===== config.mk =====
export PLATFORM = sky130hd
export DESIGN_NAME = tbeq_cell
export DESIGN_NICKNAME = d
export VERILOG_FILES = /design/src/design/tbeq_pkg.sv /design/src/design/tbeq_cell.sv
export SDC_FILE = /design/constraint.sdc
export NUM_CORES = 1
export LEC_CHECK = 0
export BUFFER_PORTS_ARGS = -buffer_cell sky130_fd_sc_hd__buf_2
export CELL_PAD_IN_SITES_DETAIL_PLACEMENT = 0
export CELL_PAD_IN_SITES_GLOBAL_PLACEMENT = 2
export CORE_ASPECT_RATIO = 0.9
export CORE_MARGIN = 4
export CORE_UTILIZATION = 40
export DETAILED_ROUTE_END_ITERATION = 7
export GPL_TIMING_DRIVEN = 0
export PLACE_DENSITY = 0.89
export SLEW_MARGIN = 15
export SYNTH_ARGS = -nofsm -noshare
export SYNTH_HDL_FRONTEND = slang
export SYNTH_SLANG_ARGS = --single-unit

===== constraint.sdc =====
create_clock -name i_clk -period 13.95 [get_ports i_clk]
set_clock_uncertainty 0.1 [all_clocks]
set_input_delay 1.395 -clock i_clk [delete_from_list [all_inputs] [get_ports i_clk]]
set_output_delay 1.395 -clock i_clk [all_outputs]
set_load 0.02 [all_outputs]

===== src/design/tbeq_pkg.sv =====
package tbeq_pkg;

    localparam int TAP_COUNT    = 21;
    localparam int UNIQUE_COEFS = 11;
    localparam int COEF_BITS    = 16;
    localparam int SAMPLE_BITS  = 12;
    localparam int BAND_COUNT   = 3;
    localparam int GAIN_BITS    = 8;
    localparam int BAND_W       = 2;
    localparam int SLOT_W       = 4;
    localparam int CFG_ADDR_W   = 2;
    localparam int DAC_BITS     = 12;
    localparam int DAC_MID      = 2048;
    localparam int DAC_MAX      = (1 << DAC_BITS) - 1;
    localparam int OUT_SHIFT    = 11 + COEF_BITS - 1;

    // one cell per symmetric tap pair, the center tap alone when the count is odd
    localparam int NPAIR   = (TAP_COUNT + 1) / 2;
    localparam int PRE_W   = SAMPLE_BITS + 1;
    localparam int PROD_W  = PRE_W + COEF_BITS;
    localparam int SUM_W   = PROD_W + $clog2(NPAIR);
    localparam int GPROD_W = SUM_W + GAIN_BITS;
    localparam int ACC_W   = GPROD_W + $clog2(BAND_COUNT);
    localparam int SCL_W   = ACC_W + 3;

    localparam int IN_DATA_W  = SAMPLE_BITS + BAND_W + SLOT_W + COEF_BITS;
    localparam int IN_TDATA_W = ((IN_DATA_W + 7) / 8) * 8;
    localparam int OUT_TDATA_W = ((DAC_BITS + 7) / 8) * 8;

    localparam logic [BAND_W-1:0] BAND_LOW  = 2'd0;
    localparam logic [BAND_W-1:0] BAND_MID  = 2'd1;
    localparam logic [BAND_W-1:0] BAND_HIGH = 2'd2;

    localparam logic MODE_SAMPLE = 1'b0;
    localparam logic MODE_COEF   = 1'b1;

    localparam logic [CFG_ADDR_W-1:0] CFG_GAIN_LOW  = 2'd0;
    localparam logic [CFG_ADDR_W-1:0] CFG_GAIN_MID  = 2'd1;
    localparam logic [CFG_ADDR_W-1:0] CFG_GAIN_HIGH = 2'd2;

    typedef logic signed [SAMPLE_BITS-1:0] t_smp;
    typedef logic signed [COEF_BITS-1:0]   t_coef;
    typedef logic signed [GAIN_BITS-1:0]   t_gain;

    typedef struct packed {
        logic                     valid;
        logic [BAND_W-1:0]        band;
        logic signed [SUM_W-1:0]  sum;
    } t_tok;

endpackage


===== src/design/tbeq_cell.sv =====
module tbeq_cell (
    input  logic                           i_clk,
    input  logic                           i_rst_n,
    input  logic                           i_single,
    input  logic                           i_shift,
    input  tbeq_pkg::t_smp                 i_front_in,
    input  tbeq_pkg::t_smp                 i_back_in,
    output tbeq_pkg::t_smp                 o_front,
    output tbeq_pkg::t_smp                 o_fold,
    input  logic                           i_coef_we,
    input  logic [tbeq_pkg::BAND_W-1:0]    i_coef_band,
    input  tbeq_pkg::t_coef                i_coef_value,
    input  tbeq_pkg::t_tok                 i_tok,
    output tbeq_pkg::t_tok                 o_tok
);
    import tbeq_pkg::*;

    t_smp  r_front;
    t_smp  r_back;
    t_coef r_coef [BAND_COUNT];
    t_tok  r_tok;
    t_tok  n_tok;

    logic signed [PRE_W-1:0]  w_pre;
    logic signed [PROD_W-1:0] w_prod;
    t_coef                    w_coef;

    always_ff @(posedge i_clk) begin
        if (!i_rst_n) begin
            r_front <= '0;
            r_back  <= '0;
            for (int b = 0; b < BAND_COUNT; b++) begin
                r_coef[b] <= '0;
            end
        end else begin
            if (i_shift) begin
                r_front <= i_front_in;
                r_back  <= i_back_in;
            end
            if (i_coef_we) begin
                r_coef[i_coef_band] <= i_coef_value;
            end
        end
    end

    always_comb begin
        // fold the pair first, the center tap stands alone
        if (i_single) begin
            w_pre = PRE_W'(r_front);
        end else begin
            w_pre = PRE_W'(r_front) + PRE_W'(r_back);
        end
        if (i_tok.band < BAND_W'(BAND_COUNT)) begin
            w_coef = r_coef[i_tok.band];
        end else begin
            w_coef = '0;
        end
        w_prod      = w_pre * w_coef;
        n_tok.valid = i_tok.valid;
        n_tok.band  = i_tok.band;
        n_tok.sum   = i_tok.sum + SUM_W'(w_prod);
    end

    always_ff @(posedge i_clk) begin
        if (!i_rst_n) begin
            r_tok.valid <= 1'b0;
        end else begin
            r_tok.valid <= n_tok.valid;
        end
        r_tok.band <= n_tok.band;
        r_tok.sum  <= n_tok.sum;
    end

    assign o_front = r_front;
    assign o_fold  = i_single ? r_front : r_back;
    assign o_tok   = r_tok;

endmodule


==> impl_metrics.env <==
export IMPL_max_slew_worst_pin_slew_ns=1.19
export IMPL_port_buffers=140
export IMPL_top_level_ports=143
export IMPL_p_per_area_mw_per_mm2=224
export IMPL_number_of_antenna_violations_at_the_first_check_in_global_routing=0
export IMPL_drc_errors=0
export IMPL_largest_family_of_logic_cells_by_synthesized_area="adder cells"
export IMPL_yosys_area_share_xor_xnor=0.0208
export IMPL_r2r_end="o_tok[31]$_DFF_P_"
export IMPL_area_growth_synth_to_final_pct=11.0
export IMPL_total_wire_length_after_detailed_routing_um=38300
export IMPL_run_status="finished, final reports clean"
export IMPL_synthesis_instances=1569
export IMPL_power_internal_mw=1.79
export IMPL_critPathArrivalTime_ns=9.13
export IMPL_sequential_share_of_the_synthesized_area=0.179
export IMPL_ys_warn_count=0
export IMPL_place_gp_congestion=0.878
export IMPL_cts_max_level=3
export IMPL_mux_share_of_post_synthesis_cell_area=0.0323
export IMPL_finalCriticalPeriod_ns=8.98
export IMPL_postSynthAreaPerCell_um2=9.41
export IMPL_combinationalPowerShare=0.805
export IMPL_slew_limit_headroom=0.199
export IMPL_p_sw_mw=1.89
export IMPL_final_net_count=2163
export IMPL_tritoncts="done"
export IMPL_cell_type_of_the_slowest_stage_on_the_worst_timing_path="sky130_fd_sc_hd__mux2i_1"
export IMPL_routed_wire_length_per_instance_um=17.4
export IMPL_hold_class="reg2reg"
export IMPL_report_final_hold_viol_count=0
export IMPL_totalNegativeSetupSlack_ns=0
export IMPL_fillers=3571
export IMPL_buffers_inserted_during_post_cts_setup_optimization=0
export IMPL_seq_power_share=0.122
export IMPL_layout_common_cells="333 x sky130_fd_sc_hd__inv_1, 252 x sky130_fd_sc_hd__fa_1, 160 x sky130_fd_sc_hd__buf_2, 148 x sky130_fd_sc_hd__nand2_1, 105 x sky130_fd_sc_hd__ha_1"
export IMPL_timing_critical_path_to_type="register"
export IMPL_finalCoreUtilization=0.452
export IMPL_total_power_mw=3.68
export IMPL_rows=66
export IMPL_number_of_buffers_inserted_by_hold_repair_at_cts=0
export IMPL_global_route_usage_met1=0.273
export IMPL_clock_insertion_delay_worst_skew_ns=0.38
export IMPL_first_global_vias=11964
export IMPL_setup_viol_count_final=0
export IMPL_final_max_slew_viol_count=0
export IMPL_antennaDiodeCount=0
export IMPL_vias=11172
export IMPL_critical_path_top_delay_family="adder cells"
export IMPL_grt_first_pass_wirelength_um=62800
export IMPL_clk_transition_reported_paths_ns=0.08
export IMPL_dr_first_iter_drc_count=590
export IMPL_grt_ovfl_total=0
export IMPL_drt_pass1_iter_count=5
export IMPL_net_sw_frac=0.514
export IMPL_worstReg2RegStart="o_front[1]$_SDFFE_PN0P_"
export IMPL_rsz0062_at_grt="no"
export IMPL_cts_sinks=108
export IMPL_cell_chosen_for_the_clock_root="sky130_fd_sc_hd__clkbuf_16"
export IMPL_die_width_um=211
export IMPL_core_region_area_mm2=0.0363
export IMPL_grt_start_max_net_pins=21
export IMPL_synth_cell_types=72
export IMPL_syn_nets=2009
export IMPL_post_cts_resized=0
export IMPL_worst_ep_required_time_ns=14.10
export IMPL_worstRegToRegCells=26
export IMPL_worstSetupPathDepth=24
export IMPL_r2r_slack_ns=5.52
export IMPL_crit_path_frequent_cell="sky130_fd_sc_hd__fa_1"
export IMPL_clockBufferDepth=2
export IMPL_drive_gt1_frac=0.122
export IMPL_power_ir_vdd_worst_uv=161
export IMPL_hpwl_um=31900
export IMPL_netlist_area_before_placement_mm2=0.0148
export IMPL_cp_endpoint="o_tok[31]$_DFF_P_"
export IMPL_cp_startpoint="i_single"
export IMPL_postSynth_topFlopCell="sky130_fd_sc_hd__dfxtp_1"
export IMPL_post_synth_arst_share=0
export IMPL_globalRouteMet3Util=0.0344
export IMPL_grt_util_met2=0.325
export IMPL_detail_route_antenna_nets=0
export IMPL_clock_power_share=0.073
export IMPL_max_cap_violations=0
export IMPL_vias_per_cell=5.07
export IMPL_layout_cells_most_common="sky130_fd_sc_hd__inv_1"
export IMPL_area_fraction_in_compound_gates_after_synthesis=0.0951
export IMPL_die_h_um=190
export IMPL_fmax_mhz=111
export IMPL_final_min_period_over_clock_period=0.644
export IMPL_critical_path_startpoint_type="input port"
export IMPL_floorplan_initialDensity=0.407
export IMPL_cts_made_buffers=9
export IMPL_timing_critical_path_fanout_max=13
export IMPL_synthSimpleGateAreaFrac=0.139
export IMPL_groute_usage_overall=0.199
export IMPL_synthAdderAreaFrac=0.431
export IMPL_power_leakage_nw=7.93
export IMPL_critical_path_max_stage_delay_ns=0.75
export IMPL_synth_edf_count=48
export IMPL_postSynthRegisterBits=108
export IMPL_path_cells="buf_2 > buf_1 > buf_2 > mux2i_1 > nand2_1 > inv_1 > fa_1 > inv_1 > fa_1 > inv_1 > fa_1 > fa_1 > fa_1 > inv_1 > fa_1 > inv_1 > ha_1 > buf_4 > nand3_1 > o22ai_1 > nor3_1 > a211o_1 > and4b_1 > a311oi_1"
export IMPL_critPathKind="in2reg"
export IMPL_timing_critical_path_buf_inv=9
export IMPL_dieArea_mm2=0.0401
export IMPL_top_usage_layer="met2"
-- state kept, by name, summed over array words and instances, names as in the netlist --
name and count:
r_coef 48, o_tok 36, o_front 12, r_back 12
-- logic make-up (layout without fill, tap and decap cells) --
kind of cell | after synthesis | in the layout
fa+ha+maj | 357 | 357
simple gates | 425 | 425
mux | 47 | 47
xor+xnor | 35 | 35
compound gates | 201 | 201
flops | 108 | 108
buf+inv | 396 | 555
-- power by group through the flow --
stage	clock (mW)	combinational (mW)	sequential, mW
finish	0.268	2.96	0.447
detailed placement	0	2.97	0.455
global placement	0	2.92	0.454
CTS	0.279	2.99	0.448
global route	0.288	3.44	0.454
floorplan	0	2.24	0.519
-- metrics by stage --
step,std cells,setup slack (ns),cell area [µm²],hold WS (ns)
3_5_place_dp,2188,4.66,16100,0.437
3_3_place_gp,2185,4.64,16100,0.428
5_1_grt,2204,4.41,16400,0.471
4_1_cts,2204,5.04,16400,0.448
2_1_floorplan,1569,6.17,14800,0.405
6_report,2204,4.97,16400,0.445
-- per-layer routing --
layer / vias up / routed length (µm)
li1: 5256 / -
met1: 5564 / 17200
met2: 291 / 17900
met3: 61 / 1990
met4: 0 / 1100
met5: - / 0
-- worst min-delay path by stage --
stage	from	end	slack [ns]	depth (start not counted)
floorplan	r_back[0]$_SDFFE_PN0P_	r_back[0]$_SDFFE_PN0P_	0.41	2
global placement	r_back[6]$_SDFFE_PN0P_	r_back[6]$_SDFFE_PN0P_	0.43	2
detailed placement	r_back[4]$_SDFFE_PN0P_	r_back[4]$_SDFFE_PN0P_	0.44	2
CTS	r_back[4]$_SDFFE_PN0P_	r_back[4]$_SDFFE_PN0P_	0.45	2
global route	r_back[11]$_SDFFE_PN0P_	r_back[11]$_SDFFE_PN0P_	0.47	2
finish	r_back[4]$_SDFFE_PN0P_	r_back[4]$_SDFFE_PN0P_	0.44	2
-- worst register-to-register path, cell delays in order, from the launching register on --
cell,delay [ns]
sky130_fd_sc_hd__dfxtp_1,0.42
sky130_fd_sc_hd__ha_1,0.26
sky130_fd_sc_hd__a21o_1,0.17
sky130_fd_sc_hd__a21oi_1,0.31
sky130_fd_sc_hd__o21ai_0,0.14
sky130_fd_sc_hd__a21oi_1,0.18
sky130_fd_sc_hd__xor2_1,0.08
sky130_fd_sc_hd__o21ai_1,0.78
sky130_fd_sc_hd__clkbuf_1,0.46
sky130_fd_sc_hd__nand2_1,0.16
sky130_fd_sc_hd__fa_1,0.52
sky130_fd_sc_hd__fa_1,0.51
sky130_fd_sc_hd__inv_1,0.05
sky130_fd_sc_hd__fa_1,0.56
sky130_fd_sc_hd__fa_1,0.43
sky130_fd_sc_hd__fa_1,0.49
sky130_fd_sc_hd__inv_1,0.05
sky130_fd_sc_hd__fa_1,0.47
sky130_fd_sc_hd__inv_1,0.04
sky130_fd_sc_hd__ha_1,0.33
sky130_fd_sc_hd__a211oi_1,0.27
sky130_fd_sc_hd__nor2_1,0.11
sky130_fd_sc_hd__o221a_2,0.27
sky130_fd_sc_hd__a31oi_4,0.31
sky130_fd_sc_hd__a211o_1,0.25
sky130_fd_sc_hd__nand2_1,0.11
sky130_fd_sc_hd__a311oi_1,0.43
-- cell usage after synthesis (all sizes together) (11+ instances only) --
cell / instances / area (µm²)
inv: 333 / 1250
fa: 252 / 5040
nand2: 148 / 556
ha: 105 / 1310
nor2: 82 / 308
and2: 66 / 413
dfxtp: 60 / 1200
nor2b: 49 / 309
edfxtp: 48 / 1440
o21ai: 45 / 229
a21oi: 42 / 225
mux2i: 42 / 420
clkbuf: 38 / 143
xnor2: 27 / 236
buf: 25 / 126
nor3: 25 / 125
a21o: 17 / 128
a31oi: 17 / 128
nand3: 17 / 85.1
o31ai: 13 / 103
o21a: 11 / 82.6
-- layout make-up --
cell class              count  area (µm²)  area share
flip-flops and latches    108        2640       0.161
repair buffers            143         731      0.0446
clock buffers               9         225      0.0137
inverters                 333        1250      0.0762
multi-input cells        1065       10600       0.647
plain buffers              63         269      0.0164
clock inverters             7        66.3     0.00404
well taps                 476         596      0.0363
Note: power is estimated with default switching activity, not from simulation.
