<file path="config.mk">
export PLATFORM = sky130hd
export DESIGN_NAME = tbeq_tail
export DESIGN_NICKNAME = d
export VERILOG_FILES = /design/src/design/tbeq_pkg.sv /design/src/design/tbeq_tail.sv
export SDC_FILE = /design/constraint.sdc
export NUM_CORES = 1
export LEC_CHECK = 0
export ABC_AREA = 1
export BUFFER_PORTS_ARGS = -buffer_cell sky130_fd_sc_hd__buf_2
export CAP_MARGIN = 5
export CORE_MARGIN = 8
export CORE_UTILIZATION = 59
export DETAILED_ROUTE_END_ITERATION = 7
export GPL_TIMING_DRIVEN = 0
export PLACE_DENSITY = 0.77
export SLEW_MARGIN = 10
export SYNTH_ARGS = -nofsm -noshare
export SYNTH_HDL_FRONTEND = slang
export SYNTH_SLANG_ARGS = --single-unit
</file>
<file path="constraint.sdc">
create_clock -name i_clk -period 17.62 [get_ports i_clk]
set_clock_uncertainty 0.2 [all_clocks]
set_input_delay 1.762 -clock i_clk [delete_from_list [all_inputs] [get_ports i_clk]]
set_output_delay 1.762 -clock i_clk [all_outputs]
set_load 0.02 [all_outputs]
</file>
<file path="src/design/tbeq_pkg.sv">
package tbeq_pkg;

    localparam int TAP_COUNT    = 21;
    localparam int UNIQUE_COEFS = 11;
    localparam int COEF_BITS    = 16;
    localparam int SAMPLE_BITS  = 12;
    localparam int BAND_COUNT   = 3;
    localparam int GAIN_BITS    = 8;
    localparam int BAND_W       = 2;
    localparam int SLOT_W       = 4;
    localparam int CFG_ADDR_W   = 2;
    localparam int DAC_BITS     = 12;
    localparam int DAC_MID      = 2048;
    localparam int DAC_MAX      = (1 << DAC_BITS) - 1;
    localparam int OUT_SHIFT    = 11 + COEF_BITS - 1;

    // one cell per symmetric tap pair, the center tap alone when the count is odd
    localparam int NPAIR   = (TAP_COUNT + 1) / 2;
    localparam int PRE_W   = SAMPLE_BITS + 1;
    localparam int PROD_W  = PRE_W + COEF_BITS;
    localparam int SUM_W   = PROD_W + $clog2(NPAIR);
    localparam int GPROD_W = SUM_W + GAIN_BITS;
    localparam int ACC_W   = GPROD_W + $clog2(BAND_COUNT);
    localparam int SCL_W   = ACC_W + 3;

    localparam int IN_DATA_W  = SAMPLE_BITS + BAND_W + SLOT_W + COEF_BITS;
    localparam int IN_TDATA_W = ((IN_DATA_W + 7) / 8) * 8;
    localparam int OUT_TDATA_W = ((DAC_BITS + 7) / 8) * 8;

    localparam logic [BAND_W-1:0] BAND_LOW  = 2'd0;
    localparam logic [BAND_W-1:0] BAND_MID  = 2'd1;
    localparam logic [BAND_W-1:0] BAND_HIGH = 2'd2;

    localparam logic MODE_SAMPLE = 1'b0;
    localparam logic MODE_COEF   = 1'b1;

    localparam logic [CFG_ADDR_W-1:0] CFG_GAIN_LOW  = 2'd0;
    localparam logic [CFG_ADDR_W-1:0] CFG_GAIN_MID  = 2'd1;
    localparam logic [CFG_ADDR_W-1:0] CFG_GAIN_HIGH = 2'd2;

    typedef logic signed [SAMPLE_BITS-1:0] t_smp;
    typedef logic signed [COEF_BITS-1:0]   t_coef;
    typedef logic signed [GAIN_BITS-1:0]   t_gain;

    typedef struct packed {
        logic                     valid;
        logic [BAND_W-1:0]        band;
        logic signed [SUM_W-1:0]  sum;
    } t_tok;

endpackage

</file>
<file path="src/design/tbeq_tail.sv">
module tbeq_tail (
    input  logic                          i_clk,
    input  logic                          i_rst_n,
    input  logic                          i_clear,
    input  tbeq_pkg::t_tok                i_tok,
    input  tbeq_pkg::t_gain               i_gain_low,
    input  tbeq_pkg::t_gain               i_gain_mid,
    input  tbeq_pkg::t_gain               i_gain_high,
    output logic                          o_done,
    output logic [tbeq_pkg::DAC_BITS-1:0] o_dac,
    output logic                          o_clip
);
    import tbeq_pkg::*;

    logic signed [GPROD_W-1:0] r_gp;
    logic                      r_gp_valid;
    logic                      r_gp_last;
    logic signed [ACC_W-1:0]   r_acc;
    logic                      r_done;

    t_gain                     w_gain;
    logic signed [SCL_W-1:0]   w_scl;
    logic signed [SCL_W-1:0]   w_code;

    always_comb begin
        unique case (i_tok.band)
            BAND_LOW:  w_gain = i_gain_low;
            BAND_MID:  w_gain = i_gain_mid;
            BAND_HIGH: w_gain = i_gain_high;
            default:   w_gain = '0;
        endcase
    end

    always_ff @(posedge i_clk) begin
        if (!i_rst_n) begin
            r_gp_valid <= 1'b0;
            r_gp_last  <= 1'b0;
            r_done     <= 1'b0;
            r_acc      <= '0;
        end else begin
            r_gp_valid <= i_tok.valid;
            r_gp_last  <= i_tok.valid && (i_tok.band == BAND_W'(BAND_COUNT - 1));
            r_done     <= r_gp_valid && r_gp_last;
            if (i_clear) begin
                r_acc <= '0;
            end else if (r_gp_valid) begin
                r_acc <= r_acc + ACC_W'(r_gp);
            end
        end
        r_gp <= GPROD_W'(i_tok.sum) * GPROD_W'(w_gain);
    end

    always_comb begin
        // times seven, floor divide, recenter
        w_scl  = (SCL_W'(r_acc) <<< 3) - SCL_W'(r_acc);
        w_code = (w_scl >>> OUT_SHIFT) + SCL_W'(DAC_MID);
        if (w_code < 0) begin
            o_dac  = '0;
            o_clip = 1'b1;
        end else if (w_code > SCL_W'(DAC_MAX)) begin
            o_dac  = DAC_BITS'(DAC_MAX);
            o_clip = 1'b1;
        end else begin
            o_dac  = w_code[DAC_BITS-1:0];
            o_clip = 1'b0;
        end
    end

    assign o_done = r_done;

endmodule
</file>
==> impl_metrics.toml, run 1 <==
[clock_tree]
cts_hold_buf = 0
cts_max_path_buffers = 2
path_clk_slew_ns = 0.06
cts_buffers = 9
tritoncts = "built"
post-cts-setup-buffer-count = 0
insertion_delay_ns = 0.35
post_cts_resized = 0
cts.htree.levels = 3
cts.sinks = 87
clockRootBuffer = "clkbuf_16"

[place]
gp_congestion = 1.02
io_buffers = 43
dp_hpwl_mm = 43.6
post_dp_cell_area_um2 = 19400

[yosys]
synth.avg_cell_area_um2 = 6.45
ys_types = 49
synth_top_cell_area_share_pct = 22.0
synth_top_flop_cell = "dfxtp_1"
async_flop_share_pct = 0
syn_inst = 2902
synth_area_um2 = 18700
synthTopCellsByArea = "fa_1, inv_1, nand2_1"
yosys.area.top_type = "fa_1"
synth-seq-cells = 87
synth_fp_nets = 3336
yosys_warnings = 0
seq_area_frac_synth_pct = 9.31
synth_edf_count = 0

[drt]
routed_wl_mm = 50.4
drc_errors = 0
wl_per_cell_um = 15.0
drt-vias-per-instance = 5.13
dr.pass1.iters = 5
wl_met2_mm = 24.8
ant_nets = 0
vias = 17300
wl_met1_mm = 21.0
top_layer_used = "met4"
wl_met3_mm = 2.52
drt_iter0_markers = 889

[timing]
hold_violations = 0
relSlewSlack_pct = 40.0
period_needed_ns = 8.92
report.final.slew_viol_count = 0
tns_ns = 0
finalCritPeriodShare_pct = 50.6
tightestPinTransition_ns = 0.900
rsz0062_at_grt = "no"
max_freq_mhz = 112
setup_viol = 0

[finish]
design_area_um2 = 19700
fillers = 3021
area_growth_pct = 5.52
final_net_count = 3390
final_cell_mix = "inv_1, nand2_1, fa_1"
layout_commonest_cell = "inv_1"
final_layout_size_suffix_gt1_share_pct = 5.64

[status]
status = "finished, final reports clean"

[die]
num_rows = 65
die_h_um = 194
die_x_um = 194
core_area_um2 = 31400
io_pins = 77
start_util_pct = 59.6
dieArea_um2 = 37700

[hold_path]
min_path_type = "flop to flop"

[global_routing]
gr-total-overflow = 0
grt_first_pass_wirelength_mm = 82.2
grt_max_degree = 14
antenna_found_initial = 0
track_usage_pct = 26.5
grt_pass1_vias = 17400

[power]
p_per_area_nw_per_um2 = 117
p_int_w = 0.00105
combPwrFrac_pct = 78.8
p_sw_w = 0.00127
p_leak_nw = 12.4
switching_share_pct = 54.7
seqPwrFrac_pct = 12.6
p_clk_share_pct = 8.6
vdd_drop_max_mv = 0.0596

[worst_setup_path]
critPathSlowestCell = "clkbuf_1"
critPathLaunchType = "primary input"
crit_type = "primary input to flop"
critPathMaxFanout = 10
crit_buf_inv = 7
required_ns = 17.65
slowest_delay_ns = 0.64
cp-end-kind = "flop"
critical_path_arrival_ns = 8.94
crit_family = "adder cells"
crit_top_cell = "inv_1"

[job]
drv_cap = 0
[flip-flops by register name (all words and copies together), names as in the netlist]
signal / flops
r_gp: 41
o_done: 1
r_acc: 43
r_gp_last: 1
r_gp_valid: 1
[metal layers]
layer / GRT usage [%] / up-vias
met1: 30.9 / 7927
met3: 2.72 / 112
met2: 48.6 / 522
met4: 11.4 / 0
li1: - / 8696
met5: 0 / -
[through the flow]
| stage | utilization [%] | power, W | setup slack, ns | hold slack (ns) | std cells |
|---|---|---|---|---|---|
| floorplan | - | 0.00169 | 10.44 | 0.204 | 2902 |
| global placement | 61.9 | 0.00206 | 8.57 | 0.215 | 3347 |
| detailed placement | 61.9 | 0.00211 | 8.53 | 0.215 | 3347 |
| CTS | 62.9 | 0.00231 | 8.87 | 0.234 | 3362 |
| global route | 62.9 | 0.00259 | 8.43 | 0.247 | 3362 |
| finish | 62.9 | 0.00232 | 8.70 | 0.228 | 3363 |
[Yosys cell counts, types with 4 or more instances]
| cell type | number |
|---|---|
| o21ai_1 | 4 |
| inv_1 | 850 |
| fa_1 | 206 |
| dfxtp_1 | 87 |
| a21o_1 | 7 |
| nand3b_1 | 6 |
| a31oi_1 | 19 |
| or2_2 | 32 |
| a21boi_0 | 6 |
| clkbuf_1 | 69 |
| nor2_2 | 12 |
| nand3_1 | 78 |
| o21a_1 | 9 |
| nor2_4 | 10 |
| nand3_2 | 12 |
| inv_2 | 15 |
| nor4_1 | 7 |
| nand2_2 | 19 |
| nor2_1 | 172 |
| nor3_1 | 18 |
| a21oi_1 | 182 |
| o21ai_0 | 102 |
| o21bai_1 | 11 |
| ha_1 | 165 |
| o211ai_1 | 6 |
| xor2_1 | 52 |
| xnor2_1 | 31 |
| nand4_1 | 16 |
| nand2_1 | 675 |
[power groups by stage]
stage | sequential, W | combinational (W) | clock [W]
after global placement | 0.000296 | 0.00176 | 0
final | 0.000293 | 0.00183 | 0.000199
after CTS | 0.000293 | 0.00182 | 0.000202
after floorplan | 0.000284 | 0.00141 | 0
after global routing | 0.000298 | 0.00208 | 0.000208
after detailed placement | 0.000296 | 0.00181 | 0
[worst min-delay path, cell delays in order (launching register included)]
cell and delay, ns:
dfxtp_1 0.29, nand2_1 0.06, nor2_1 0.04
[cell families after synthesis]
logic type	Yosys count	synth area share, %
xor+xnor	83	3.89
fa+ha+maj	371	33.1
simple gates	1065	24.3
buf+inv	938	18.9
compound gates	358	10.5
flops	87	9.31
[cell type report]
class                           count  area (µm²)  share of cell area [%]
Multi-Input combinational cell   1877       13400                    68.0
Clock buffer                       11         243                    1.23
Sequential cell                    87        1740                    8.82
Tap cell                          402         503                    2.55
Buffer                             73         294                    1.49
Clock inverter                      4        70.1                   0.355
Inverter                          865        3250                    16.4
Timing Repair Buffer               43         215                    1.09
Antenna cell                        1        2.50                  0.0127
[path summary, 6_finish.rpt]
check,startpoint,to,slack [ns],depth (start not counted)
worst min register to register,r_gp_last,o_done,0.23,2
worst max register to register,r_acc[0],r_acc[42],13.73,15
worst max-delay path,i_tok[33],r_gp[30],8.70,26
worst min-delay path,r_gp_last,o_done,0.23,2
Power figures use the tool's default switching activity.
==> run 2: changes to the inputs <==
Settings changed: PLACE_DENSITY 0.77 to 0.8.
Clock period 17.62 ns to 7.51 ns, I/O delays scaled along.
==> impl_metrics.toml, run 2 (synthesis gave the netlist of run 1 again) <==
[finish]
fillers = 3013
final_util_pct = 62.7
final_cell_mix = "inv_1, nand2_1, fa_1"
n_antenna_cell = 0
layout_commonest_cell = "inv_1"
multi_input_area_um2 = 13400
reg_top3 = "r_acc x43, r_gp x41"
largest_register_ffs = 43
final_net_count = 3390
regArea_um2 = 1740
final_layout_size_suffix_gt1_share_pct = 5.88
area_growth_pct = 5.24
top_register = "r_acc"

[global_routing]
antenna_found_initial = 0
track_usage_pct = 26.7
grt_first_pass_wirelength_mm = 83.0
grt_max_degree = 13
grt_pass1_vias = 17600
gr-total-overflow = 0

[timing]
finalCritPeriodShare_pct = 96.4
rsz0062_at_grt = "no"
setup_viol = 0
period_needed_ns = 7.24
report.final.slew_viol_count = 0
max_freq_mhz = 138
hold_violations = 0
tightestPinTransition_ns = 0.844
tns_ns = 0
relSlewSlack_pct = 43.8

[place]
io_buffers = 43
dp_hpwl_mm = 43.5
gp_congestion = 1.01

[clock_tree]
cts_max_path_buffers = 2
path_clk_slew_ns = 0.06
post-cts-setup-buffer-count = 0
cts.htree.levels = 3
clockRootBuffer = "clkbuf_16"
insertion_delay_ns = 0.34
cts.sinks = 87
cts_buffers = 9
tritoncts = "built"

[drt]
drt_iter0_markers = 884
wl_per_cell_um = 15.0
drt-vias-per-instance = 5.16
drc_errors = 0
ant_nets = 0
routed_wl_mm = 50.3
vias = 17300
dr.pass1.iters = 5

[worst_setup_path]
required_ns = 7.54
critPathLaunchType = "primary input"
critPathMaxFanout = 10
critical_path_arrival_ns = 7.27
crit_type = "primary input to flop"
cp-end-kind = "flop"

[die]
dieArea_um2 = 37700
die_x_um = 194
start_util_pct = 59.6
io_pins = 77
die_h_um = 194
core_area_um2 = 31400
num_rows = 65

[job]
drv_cap = 0

[power]
p_leak_nw = 12.4
vdd_drop_max_mv = 0.121
p_per_area_nw_per_um2 = 273

[hold_path]
min_path_type = "flop to flop"

[status]
status = "finished, final reports clean"
run 2: cell types whose count changed in the layout (fill, tap and decap cells not counted):
cell,change
clkbuf_2,+9
clkbuf_1,-7
bufinv_16,-2
o21ai_0,-2
o21ai_1,+2
a21oi_1,-1
a21oi_2,+1
clkbuf_8,-1
diode_2,-1
run 2: where the power goes:
part	switching [W]	internal, W	total, W
sequential	0.0000627	0.000622	0.000685
combinational	0.00276	0.00155	0.00431
clock	0.000163	0.000219	0.000382
run 2: worst paths after layout:
path / startpoint / endpoint / slack [ns] / depth (start not counted)
hold / removal: r_gp_last / o_done / 0.23 / 2
setup reg to reg: r_acc[0] / r_acc[42] / 3.61 / 15
hold reg to reg: r_gp_last / o_done / 0.23 / 2
setup / recovery: i_tok[33] / r_gp[30] / 0.27 / 26
run 2: layer usage:
metal,routed length (µm),up-vias,track usage [%]
met5,0,-,0
met4,2570,0,13.3
met3,2620,144,2.62
met2,24700,547,48.4
met1,20400,7967,31.0
li1,-,8679,-
run 2: through the flow:
step | instances | hold slack [ns] | total power (W) | cell area (µm²) | worst slack [ns]
after floorplan | 2902 | 0.204 | 0.00397 | 18700 | 1.34
after global placement | 3347 | 0.215 | 0.00482 | 19400 | -0.575
final | 3361 | 0.227 | 0.00538 | 19700 | 0.271
after global routing | 3361 | 0.254 | 0.00602 | 19700 | 0.00769
after detailed placement | 3347 | 0.222 | 0.00495 | 19400 | -0.633
after CTS | 3361 | 0.227 | 0.00535 | 19700 | 0.0767
run 2: repair_timing:
action                                  in CTS  in global routing
cloned                                       0                  0
hold buffers                                 0                  0
endpoints found under the setup margin       4                  8
resized for setup                            3                 16
run 2: worst max-delay path: stages:
cell and delay (ns):
buf_2 0.09, inv_1 0.04, nand2_1 0.19, inv_1 0.18, a22o_1 0.23, a21oi_2 0.42
clkbuf_2 0.38, or2_2 0.16, inv_1 0.05, fa_1 0.52, fa_1 0.54, fa_1 0.56
inv_1 0.06, fa_1 0.60, inv_1 0.06, ha_1 0.35, nand2_1 0.09, nor2_1 0.13
o21ai_0 0.11, o211ai_1 0.14, nor2_1 0.11, o21ai_1 0.37, a21oi_1 0.24, o21ai_0 0.53
a31oi_1 0.20, xnor2_1 0.16
run 2: layout make-up:
type,count,area share [%]
inverter,865,16.5
sequential,87,8.85
tap,402,2.55
clock buffer,12,1.20
buffer,73,1.55
timing repair buffer,43,1.09
multi-input combinational,1877,68.2
clock inverter,2,0.0508
